**src/ssg_ram.sv**
```systemverilog
module ssg_ram #(
	parameter int W = 8,
	parameter int D = 16
) (
	input  logic                 clk,
	input  logic                 we,
	input  logic [$clog2(D)-1:0] waddr,
	input  logic [W-1:0]         wdata,
	input  logic [$clog2(D)-1:0] raddr,
	output logic [W-1:0]         rdata
);

	logic [W-1:0] mem [D];

	always_ff @(posedge clk) begin
		if (we) begin
			mem[waddr] <= wdata;
		end
		rdata <= mem[raddr];
	end

endmodule

```
**config.mk**
```make
export PLATFORM = sky130hd
export DESIGN_NAME = ssg_ram
export DESIGN_NICKNAME = d
export VERILOG_FILES = /design/src/ssg_ram.sv
export SDC_FILE = /design/constraint.sdc
export NUM_CORES = 1
export LEC_CHECK = 0
export BUFFER_PORTS_ARGS = -buffer_cell sky130_fd_sc_hd__buf_4
export CAP_MARGIN = 20
export CORE_MARGIN = 3
export CORE_UTILIZATION = 57
export DETAILED_ROUTE_END_ITERATION = 8
export PLACE_DENSITY = 0.8
export SETUP_SLACK_MARGIN = 0.3
export SYNTH_ARGS = -nofsm -noshare
export SYNTH_HDL_FRONTEND = slang
export SYNTH_SLANG_ARGS = --single-unit
```
**constraint.sdc**
```tcl
create_clock -name clk -period 4.3 [get_ports clk]
set_input_delay 0.86 -clock clk [delete_from_list [all_inputs] [get_ports clk]]
set_output_delay 0.86 -clock clk [all_outputs]
set_load 0.05 [all_outputs]
```
Word-level counts from Yosys, hierarchy flattened. Memory sizes are Yosys's and may differ from the RTL's. A register that Yosys moved wholly into a read port is not among the register bits. Index checks and enable logic that the tools add are counted.

RAM bits: 128. Memories kept: 1. Word-level logic and storage cells: 3. Register bits after elaboration: 0. Input port bits: 18. Output and inout bits: 8.

Memory list: mem (depth 16, bits a word 8, read ports 1, clocked after memory_dff 1, wr ports 1, line 13) `logic [W-1:0] mem [D];`.

Multiplexer cells: 2.

Operators by type and width (count): $mux W1 (2).

Longest topological paths before layout. Gate-level depths: netlist of run 1.

Depth after elaboration: 2. Depth in mapped cells: 5. Gate-level depth less buffers: 3.

Least setup slack after synthesis of run 1. OpenSTA, ideal clock, no wires.

Path type: input -> register. From: input port waddr[2]. To: memory mem[0][0] (enable). Required time: 3.917 ns. Arrival time: 1.970 ns. Buffers on the path: 0. Stages on the path: 2. Setup slack: 1.947 ns. Setup time: 0.383 ns. Cell sequence: or3b_2 -> nor3_1.

RTL lines: start: declaration (line 7) `input logic [$clog2(D)-1:0] waddr,`; end: declaration (line 13).

No word-level cell before the write port.

==> results of run 1 <==
-- state kept, by name, indices dropped and copies added (netlist names) --
register  count
rdata         8
mem         128
-- critical path, delay by kind of cell --
family	cells	cell delay, ns
AOI/OAI and AO/OA	1	0.30
buffers and inverters	1	0.46
muxes	1	0.66
and+or+nand+nor	1	0.08
-- report_power, final --
group          total (mW)  internal, mW  switching, mW
sequential           1.49          1.48        0.00904
clock                1.24         0.753          0.482
combinational       0.167        0.0630          0.105
total                2.90          2.30          0.596
-- synthesized netlist by cell type (all sizes together) --
library cell	instances	area share
clkdlybuf4s25	3	0.0058
buf	7	0.011
or3b	1	0.0017
edfxtp	128	0.75
nand2b	2	0.0024
and2b	1	0.0015
nor3	4	0.0039
nand3	1	0.00097
and2	1	0.0012
dfxtp	8	0.031
nor2b	1	0.0012
nand2	9	0.0066
nor2	13	0.0095
mux4	32	0.15
nand3b	2	0.0029
a22oi	16	0.023
-- kinds of logic (layout without fill, tap and decap cells) --
family,count (synthesis),after routing,synth area share
multiplexers,32,32,0.150
AO/OA/AOI/OAI,16,16,0.0233
AND/OR/NAND/NOR,35,35,0.0318
buffers and inverters,10,60,0.0168
flip-flops,136,136,0.778
-- final timing paths --
path                   startpoint                  end  slack, ns  cells past startpoint
max                      raddr[0]     rdata[5]$_DFF_P_       2.29                      4
max reg2reg   mem[0][3]$_DFFE_PP_     rdata[3]$_DFF_P_       2.89                      3
min reg2reg  mem[15][0]$_DFFE_PP_     rdata[0]$_DFF_P_       0.67                      3
min                      wdata[4]  mem[1][4]$_DFFE_PP_       0.66                      1
-- final cells by class --
type,count,area (µm²),area share
clock inverter,10,81.3,0.0137
tap,108,135,0.0228
clock buffer,21,429,0.0724
multi-input combinational,83,1060,0.178
timing repair buffer,29,218,0.0367
sequential,136,4000,0.676
-- layer usage --
| metal | track usage | wire (µm) | share of wire | up-vias |
|---|---|---|---|---|
| met3 | 0.0561 | 746 | 0.080 | 17 |
| met1 | 0.299 | 3900 | 0.42 | 1245 |
| met2 | 0.311 | 4490 | 0.48 | 118 |
| met4 | 0.0808 | 176 | 0.019 | 0 |
| li1 | - | - | - | 1056 |
| met5 | 0 | 0 | 0 | - |
-- stage by stage --
| step | total power [mW] | utilization | hold slack, ns | setup WS, ns | instance area (µm²) |
|---|---|---|---|---|---|
| 6_report | 2.90 | 0.676 | 0.657 | 2.29 | 5920 |
| 5_1_grt | 3.00 | 0.676 | 0.652 | 2.19 | 5920 |
| 4_1_cts | 2.91 | 0.675 | 0.637 | 2.11 | 5920 |
| 3_5_place_dp | 1.69 | 0.617 | 0.662 | 1.51 | 5410 |
| 2_1_floorplan | 1.62 | - | 0.629 | 1.95 | 5150 |
| 3_3_place_gp | 1.68 | 0.617 | 0.650 | 1.68 | 5410 |
==> summary.md, run 1 <==
| Metric | Value |
|---|---|
| CTS clock-pin slew for the worst setup and hold paths | 0.06 ns |
| Critical Path Start Type | input port |
| Gp weighted congestion | 0.814 |
| Synthesized area per cell | 22.5 µm² |
| Crit-path cells | buf_4 -> mux4_1 -> a22oi_1 -> nand2_1 |
| Vias | 2436 |
| Wire length per cell | 24.1 µm |
| Leakage | 1.98 nW |
| HPWL after DPL | 5.65 mm |
| Slew headroom | 0.352 |
| CP max stage cell | mux4_1 |
| # DRC | 0 |
| Ant diodes | 0 |
| Initial antenna violation count | 0 |
| Yosys warns | 0 |
| First-pass GRT wire length | 14.5 mm |
| Peak supply drop | 314 µV |
| FMAX | 0.499 GHz |
| Ports | 26 |
| CTS Buf Count | 17 |
| Most frequent cells in the layout | edfxtp_1, buf_4, mux4_2 |
| Vias in the first global route | 2450 |
| Cell count after synthesis | 229 |
| Rows | 34 |
| H-tree Lvls | 4 |
| # fillers | 539 |
| CTS tree | built |
| Final period utilization | 0.466 |
| Clk Latency, worst-skew pair | 0.50 ns |
| Sequential area share after synthesis | 0.778 |
| Final hold violation count | 0 |
| DR iter-0 viols | 287 |
| Area delta synth->final | 15.1% |
| Via density per instance | 6.29 |
| MaxCap Viol Count | 0 |
| Initial core utilization | 0.587 |
| Placed cells | 355 |
| PostCTS Resize Cnt | 0 |
| HP Class | input port to flip-flop |
| Final slew viol count | 0 |
| Fraction of layout cells with a size suffix above 1 | 0.258 |
| WP data required | 4.69 ns |
| Crit-path max FO | 32 |
| Number of library cell types mapped by synthesis | 19 |
| Final worst clock skew | 0.00546 ns |
| Die Ht | 101 µm |
| # clock sinks | 136 |
| Final setup vio count | 0 |
| Port bufs | 25 |
| Core area | 8760 µm² |
| Power Density | 489 nW/µm² |
| Outcome | complete, no violations |
| Setup repair bufs after CTS | 0 |
| DIE AREA | 10200 µm² |
| Syn nets | 247 |
| Final WL | 9.31 mm |
| Synthesized flop and latch total | 136 |
| Largest net degree at the start of global routing | 33 |
| Grt ovf | 0 |
| Crit-path max cell delay | 0.66 ns |
| Setup TNS | 0 ns |
| Max Root-Sink Buffers | 2 |
| Crit path DAT | 2.40 ns |
| Worst slew pin tran | 0.969 ns |
| Clk root buf | clkbuf_8 |
| Nets@finish | 285 |
| Non-Filler Instances | 387 |
| RSZ-0062 raised after global routing | false |
| Pre-antenna DRT Iters | 5 |
| Post-layout min period | 2.01 ns |
| Antenna-violating nets left | 0 |
| DIE WIDTH | 101 µm |
| Setup CP Type | input port to flip-flop |
| Mapped Area | 5150 µm² |
| Total global-route track usage | 0.208 |
| Commonest non-fill, non-tap cell in the layout | edfxtp_1 |
| Post-CTS Hold Buffers | 0 |
| Crit. End Element | flip-flop |
Power figures use the tool's default switching activity.
==> run 2, diff against run 1 <==
--- a/config.mk
+++ b/config.mk
@@ -5,6 +5,7 @@
 export SDC_FILE = /design/constraint.sdc
 export NUM_CORES = 1
 export LEC_CHECK = 0
+export ABC_AREA = 1
 export BUFFER_PORTS_ARGS = -buffer_cell sky130_fd_sc_hd__buf_4
 export CAP_MARGIN = 20
 export CORE_MARGIN = 3
==> constraint.sdc (replaced) <==
create_clock -name clk -period 1.9 [get_ports clk]
set_input_delay 0.38 -clock clk [delete_from_list [all_inputs] [get_ports clk]]
set_output_delay 0.38 -clock clk [all_outputs]
set_load 0.05 [all_outputs]
==> summary.md, run 2 <==
| Metric | Value |
|---|---|
| HP Class | input port to flip-flop (unchanged) |
| Pre-antenna DRT Iters | 5 (unchanged) |
| Gp weighted congestion | 0.850 (was 0.814) |
| Rows | 36 (was 34) |
| HPWL after DPL | 7.74 mm (was 5.65 mm) |
| Synthesized area per cell | 10.5 µm² (was 22.5 µm²) |
| Crit-path max cell delay | 0.35 ns (was 0.66 ns) |
| # fillers | 714 (was 539) |
| Syn nets | 569 (was 247) |
| RSZ-0062 raised after global routing | false (unchanged) |
| Worst slew pin tran | 0.601 ns (was 0.969 ns) |
| Internal | 5.34 mW (was 2.30 mW) |
| First-pass GRT wire length | 21.5 mm (was 14.5 mm) |
| Ports | 26 (unchanged) |
| MaxCap Viol Count | 0 (unchanged) |
| # DRC | 0 (unchanged) |
| Compound-cell area share of the yosys netlist | 0 (was 0.0233) |
| Sw Pwr | 1.61 mW (was 0.596 mW) |
| Most frequent cells in the layout | nand2_1, edfxtp_1, inv_1 (was edfxtp_1, buf_4, mux4_2) |
| # clock sinks | 136 (unchanged) |
| Final setup vio count | 0 (unchanged) |
| Crit. End Element | primary output (was flip-flop) |
| Setup CP Type | flip-flop to primary output (was input port to flip-flop) |
| Most frequent cell after synthesis | nand2_1 (was edfxtp_1) |
| Power Density | 1040 nW/µm² (was 489 nW/µm²) |
| Largest net degree at the start of global routing | 65 (was 33) |
| Grt ovf | 0 (unchanged) |
| Synth area leader | edfxtp_1 (unchanged) |
| Crit-path cells | buf_4 (was buf_4 -> mux4_1 -> a22oi_1 -> nand2_1) |
| H-tree Lvls | 4 (unchanged) |
| Final period utilization | 0.769 |
| Synth Area in Adders | 0 (unchanged) |
| Ant diodes | 0 (unchanged) |
| Commonest non-fill, non-tap cell in the layout | nand2_1 (was edfxtp_1) |
| CTS clock-pin slew for the worst setup and hold paths | 0.06 ns (about the same) |
| Port bufs | 25 (unchanged) |
| Initial core utilization | 0.587 (about the same) |
| Largest registers | mem (128), rdata (8) (unchanged) |
| Synthesized flop and latch total | 136 (unchanged) |
| Mapped Area | 5770 µm² (was 5150 µm²) |
| Critical Path Start Type | flip-flop (was input port) |
| Initial antenna violation count | 0 (unchanged) |
| Sequential area share after synthesis | 0.694 (was 0.778) |
| Setup repair bufs after CTS | 0 (unchanged) |
| Post-CTS Hold Buffers | 0 (unchanged) |
| CTS Buf Count | 17 (unchanged) |
| Synth top cells by count | nand2_1, edfxtp_1, inv_1 (was edfxtp_1, mux4_2, a22oi_1) |
| Largest family of logic cells by synthesized area | simple AND/OR/NAND/NOR gates (was multiplexers) |
| Max Root-Sink Buffers | 2 (unchanged) |
| Buf/Inv on CP | 1 (unchanged) |
| Largest register by flop count | mem (unchanged) |
| FMAX | 0.684 GHz |
| Core area | 9820 µm² (was 8760 µm²) |
| Leakage | 2.91 nW (was 1.98 nW) |
| Via density per instance | 5.53 (was 6.29) |
| Final worst clock skew | 0.00553 ns (was 0.00546 ns) |
| Cell count after synthesis | 551 (was 229) |
| Clk Latency, worst-skew pair | 0.53 ns (was 0.50 ns) |
| Final slew viol count | 0 (unchanged) |
| PostCTS Resize Cnt | 0 (unchanged) |
| Post-layout min period | 1.46 ns |
| Mux contribution to synthesized area | 0 (was 0.150) |
| Vias in the first global route | 4149 (was 2450) |
| Total global-route track usage | 0.258 (was 0.208) |
| Seq pwr share | 0.486 (was 0.515) |
| Final hold violation count | 0 (unchanged) |
| Yosys warns | 0 (unchanged) |
| Fin util | 0.679 (was 0.676) |
| Post-Layout Inst Area | 6670 µm² (was 5920 µm²) |
| Clk root buf | clkbuf_8 (unchanged) |
| Sw Ratio | 0.232 (was 0.206) |
| Max FFs per register | 128 (unchanged) |
| WP data required | 1.52 ns (was 4.69 ns) |
| Post-DP Area | 6120 µm² (was 5410 µm²) |
| Crit path DAT | 1.08 ns (was 2.40 ns) |
| Die Ht | 107 µm (was 101 µm) |
| Crit-path max FO | 1 (was 32) |
| Nets@finish | 609 (was 285) |
| Outcome | complete, no violations (unchanged) |
| Simple-gate share of the synthesized area | 0.210 (was 0.0318) |
| Family with the most delay on the worst path | flip-flops (was multiplexers) |
| Ys flop type | edfxtp_1 (unchanged) |
| Combinational power share | 0.072 (was 0.058) |
| Post-synth EDFFs | 128 (unchanged) |
| Wire length per cell | 18.5 µm (was 24.1 µm) |
| Setup TNS | 0 ns (unchanged) |
| DIE WIDTH | 107 µm (was 101 µm) |
| DR iter-0 viols | 366 (was 287) |
| Synth top area share | 0.667 (was 0.747) |
| Area delta synth->final | 15.6% (was 15.1%) |
| Clk pwr share | 0.443 (was 0.427) |
| DIE AREA | 11400 µm² (was 10200 µm²) |
| Xor/xnor share of the synthesized area | 0 (unchanged) |
| Final WL | 13.6 mm (was 9.31 mm) |
| Number of library cell types mapped by synthesis | 12 (was 19) |
| FFs w/ async S/R, synth | 0 (unchanged) |
| Fraction of layout cells with a size suffix above 1 | 0.121 (was 0.258) |
| CP max stage cell | dfxtp_1 (was mux4_1) |
| Vias | 4079 (was 2436) |
| Peak supply drop | 653 µV (was 314 µV) |
| CTS tree | built (unchanged) |
| Antenna-violating nets left | 0 (unchanged) |
| Synth area leaders | edfxtp_1, nand2_1, nand3_1 (was edfxtp_1, mux4_2, mux4_1) |
| Slew headroom | 0.599 (was 0.352) |
==> run 2: cell count changes in the layout (fill, tap and decap cells not counted), sizes merged, moves of 16 or more <==
cell and change:
mux4 -32, inv +103, nand2 +164, buf +17, nand3 +96, a22oi -16
==> run 2: metal layers <==
layer  vias to the layer above  GRT usage  routed length (µm)
li1                       1854          -                   -
met1                      1942      0.312                4930
met2                       238      0.439                6980
met3                        45     0.0602                1230
met4                         0      0.121                 483
met5                         -          0                   0
==> run 2: power by group through the flow <==
stage          logic [mW]  clock network [mW]  registers (mW)
2_1_floorplan       0.237                   0            3.50
3_3_place_gp        0.470                   0            3.43
3_5_place_dp        0.486                   0            3.44
4_1_cts             0.498                3.08            3.38
5_1_grt             0.540                3.22            3.38
6_report            0.497                3.08            3.37
==> run 2: final cells by class <==
| class | instances | area (µm²) | area share |
|---|---|---|---|
| clock buffer | 18 | 418 | 0.0627 |
| sequential | 136 | 4000 | 0.600 |
| tap | 133 | 166 | 0.0250 |
| timing repair buffer | 45 | 350 | 0.0525 |
| inverter | 102 | 383 | 0.0574 |
| multi-input combinational | 289 | 1210 | 0.182 |
| clock inverter | 14 | 133 | 0.0199 |
==> run 2: cell families (layout without fill, tap and decap cells) <==
logic type,Yosys count,in the layout
simple gates,289,289
flops,136,136
buf+inv,126,179
==> run 2: per-stage QoR <==
| stage | std cells | hold slack, ns | power (mW) | setup slack, ns |
|---|---|---|---|---|
| detailed placement | 705 | 0.646 | 3.92 | 0.266 |
| CTS | 737 | 0.160 | 6.96 | 0.417 |
| global route | 737 | 0.174 | 7.14 | 0.417 |
| finish | 737 | 0.172 | 6.95 | 0.438 |
| floorplan | 551 | 0.479 | 3.74 | 0.569 |
| global placement | 705 | 0.636 | 3.90 | 0.337 |
==> run 2: path summary, 6_finish.rpt <==
kind         slack (ns)            startpoint               end  cells after the start
min reg2reg        0.66  mem[14][4]$_DFFE_PP_  rdata[4]$_DFF_P_                      6
max reg2reg        0.83   mem[1][3]$_DFFE_PP_  rdata[3]$_DFF_P_                      6
max                0.44      rdata[1]$_DFF_P_          rdata[1]                      1
min                0.17              raddr[3]  rdata[4]$_DFF_P_                      3
==> run 3, diff against run 2 <==
--- a/config.mk
+++ b/config.mk
@@ -5,7 +5,7 @@
 export SDC_FILE = /design/constraint.sdc
 export NUM_CORES = 1
 export LEC_CHECK = 0
-export ABC_AREA = 1
+export ABC_AREA = 0
 export BUFFER_PORTS_ARGS = -buffer_cell sky130_fd_sc_hd__buf_4
 export CAP_MARGIN = 20
 export CORE_MARGIN = 3
==> constraint.sdc (replaced) <==
create_clock -name clk -period 1.4 [get_ports clk]
set_input_delay 0.28 -clock clk [delete_from_list [all_inputs] [get_ports clk]]
set_output_delay 0.28 -clock clk [all_outputs]
set_load 0.05 [all_outputs]
==> summary.md, run 3 (synthesis gave the netlist of run 1 again) <==
| Metric | Value |
|---|---|
| Reg2reg setup slack | 0.06 ns (was 0.83 ns) |
| Pre-antenna DRT Iters | 4 (was 5) |
| Largest register by flop count | mem (unchanged) |
| # clock sinks | 136 (unchanged) |
| Clk pwr share | 0.442 (was 0.443) |
| Final WL | 9.97 mm (was 13.6 mm) |
| DR iter-0 viols | 191 (was 366) |
| WP data required | 1.79 ns (was 1.52 ns) |
| Hold WS | 0.0811 ns (was 0.172 ns) |
| Crit-path cells | mux4_2 -> a22oi_2 -> nand2_1 (was buf_4) |
| Vias in the first global route | 2659 (was 4149) |
| Internal | 7.40 mW (was 5.34 mW) |
| Leakage | 2.13 nW (was 2.91 nW) |
| Max layer used | met4 (unchanged) |
| Area delta synth->final | 26.4% (was 15.6%) |
| Final period utilization | 0.955 |
| Place WS | -0.205 ns (was 0.266 ns) |
| R2r startpoint | mem[2][3]$_DFFE_PP_ (was mem[1][3]$_DFFE_PP_) |
| Post-DP Area | 5820 µm² (was 6120 µm²) |
| Rows | 34 (was 36) |
| FMAX | 0.748 GHz |
| Slew headroom | 0.363 (was 0.599) |
| Max FFs per register | 128 (unchanged) |
| Gp weighted congestion | 0.731 (was 0.850) |
| Sw Ratio | 0.219 (was 0.232) |
| Total global-route track usage | 0.218 (was 0.258) |
| Post-layout min period | 1.34 ns |
| Vias | 2472 (was 4079) |
| Via density per instance | 6.06 (was 5.53) |
| Power Density | 1460 nW/µm² (was 1040 nW/µm²) |
| Seq pwr share | 0.485 (was 0.486) |
| DIE WIDTH | 101 µm (was 107 µm) |
| CTS Buf Count | 17 (unchanged) |
| Sw Pwr | 2.07 mW (was 1.61 mW) |
| # fillers | 479 (was 714) |
| Initial antenna violation count | 0 (unchanged) |
| # DRC | 0 (unchanged) |
| Worst R2R Path Depth | 3 (was 6) |
| DIE AREA | 10200 µm² (was 11400 µm²) |
| Worst r2r dst | rdata[3]$_DFF_P_ (unchanged) |
| Tot Pwr | 9.47 mW (was 6.95 mW) |
| Ant diodes | 0 (unchanged) |
| Outcome | complete, no violations (unchanged) |
| Final hold violation count | 0 (unchanged) |
| First-pass GRT wire length | 15.5 mm (was 21.5 mm) |
| Ports | 26 (unchanged) |
| Buf/Inv on CP | 0 (was 1) |
| Met2 WL | 5.11 mm (was 6.98 mm) |
| Wire length on met3 | 652 µm (was 1.23 mm) |
| Setup CP Type | flip-flop to flip-flop (was flip-flop to primary output) |
| Hold Crit Depth | 1 (was 3) |
| Placed cells | 376 (was 705) |
| CTS clock-pin slew for the worst setup and hold paths | 0.06 ns (about the same) |
| Routed length on met1 | 4.12 mm (was 4.93 mm) |
| Antenna-violating nets left | 0 (unchanged) |
| Most frequent cells in the layout | edfxtp_1, mux4_2, buf_4 (was nand2_1, edfxtp_1, inv_1) |
| Family with the most delay on the worst path | multiplexers (was flip-flops) |
| Fraction of layout cells with a size suffix above 1 | 0.493 (was 0.121) |
| RSZ-0062 raised after global routing | true (was false) |
| Post-CTS Hold Buffers | 0 (unchanged) |
| Final setup vio count | 0 (unchanged) |
| CTS tree | built (unchanged) |
| CP max stage cell | mux4_2 (was dfxtp_1) |
| Nets@finish | 305 (was 609) |
| Peak supply drop | 783 µV (was 653 µV) |
| Critical Path Start Type | flip-flop (unchanged) |
| Clk root buf | clkbuf_8 (unchanged) |
| Crit path DAT | 1.72 ns (was 1.08 ns) |
| Die Ht | 101 µm (was 107 µm) |
| Post-Layout Inst Area | 6500 µm² (was 6670 µm²) |
| Min-delay src | wdata[0] (was raddr[3]) |
| Non-Filler Instances | 408 (was 737) |
| Core area | 8760 µm² (was 9820 µm²) |
| Initial core utilization | 0.587 (about the same) |
| Worst slew pin tran | 0.954 ns (was 0.601 ns) |
| H-tree Lvls | 4 (unchanged) |
| Final worst clock skew | 0.00930 ns (was 0.00553 ns) |
| Largest registers | mem (128), rdata (8) (unchanged) |
| Max Root-Sink Buffers | 2 (unchanged) |
| Setup TNS | 0 ns (unchanged) |
| Clk Latency, worst-skew pair | 0.51 ns (was 0.53 ns) |
| Wire length per cell | 24.4 µm (was 18.5 µm) |
| Crit-path max FO | 1 (unchanged) |
| Worst Slack Setup Final | 0.0629 ns (was 0.438 ns) |
| Combinational power share | 0.072 (about the same) |
| HPWL after DPL | 6.37 mm (was 7.74 mm) |
| Commonest non-fill, non-tap cell in the layout | edfxtp_1 (was nand2_1) |
| MaxCap Viol Count | 0 (unchanged) |
| Hold EP | mem[2][0]$_DFFE_PP_ (was rdata[4]$_DFF_P_) |
| Setup repair bufs after CTS | 0 (unchanged) |
| Port bufs | 25 (unchanged) |
| Fin util | 0.742 (was 0.679) |
| Crit. End Element | flip-flop (was primary output) |
| Final slew viol count | 0 (unchanged) |
| Largest net degree at the start of global routing | 17 (was 65) |
| HP Class | input port to flip-flop (unchanged) |
| Grt ovf | 0 (unchanged) |
| Crit-path max cell delay | 0.50 ns (was 0.35 ns) |
-- run 3: cell types whose count changed in the layout (fill, tap and decap cells not counted), sizes merged, moves of 16 or more --
| cell | delta |
|---|---|
| nand2 | -164 |
| inv | -101 |
| nand3 | -96 |
| mux4 | +32 |
| a22oi | +16 |
-- run 3: worst max path at each step --
stage / startpoint / end / slack, ns / cells after the start
6_report: mem[2][3]$_DFFE_PP_ / rdata[3]$_DFF_P_ / 0.06 / 3
3_5_place_dp: raddr[0] / rdata[1]$_DFF_P_ / -0.20 / 5
2_1_floorplan: waddr[2] / mem[0][0]$_DFFE_PP_ / 0.02 / 2
3_3_place_gp: raddr[0] / rdata[6]$_DFF_P_ / -0.20 / 5
5_1_grt: mem[2][3]$_DFFE_PP_ / rdata[3]$_DFF_P_ / 0.07 / 3
4_1_cts: rdata[1]$_DFF_P_ / rdata[1] / 0.09 / 1
-- run 3: routing by layer --
layer	global-route usage	vias to the layer above
met5	0	-
met4	0.0675	0
met3	0.0651	9
met2	0.340	98
met1	0.301	1286
li1	-	1079
-- run 3: final cells by class --
type                       instances  area, µm²  area share
multi-input combinational         83       1170       0.180
clock buffer                      17        414      0.0637
timing repair buffer              49        616      0.0946
sequential                       136       4010       0.617
tap                              108        135      0.0208
clock inverter                    15        154      0.0237
-- run 3: what timing repair did --
item	4_1_cts	5_1_grt
setup endpoints to repair	16	16
pin swaps	5	1
gates resized for setup	33	2
cloned	0	0
endpoints found under the hold margin	0	0
-- run 3: power by group through the flow --
stage / combinational, mW / sequential, mW / clock, mW
floorplan: 0.271 / 4.75 / 0
global placement: 0.613 / 4.66 / 0
detailed placement: 0.628 / 4.66 / 0
CTS: 0.687 / 4.60 / 4.25
global route: 0.728 / 4.60 / 4.43
finish: 0.684 / 4.60 / 4.19
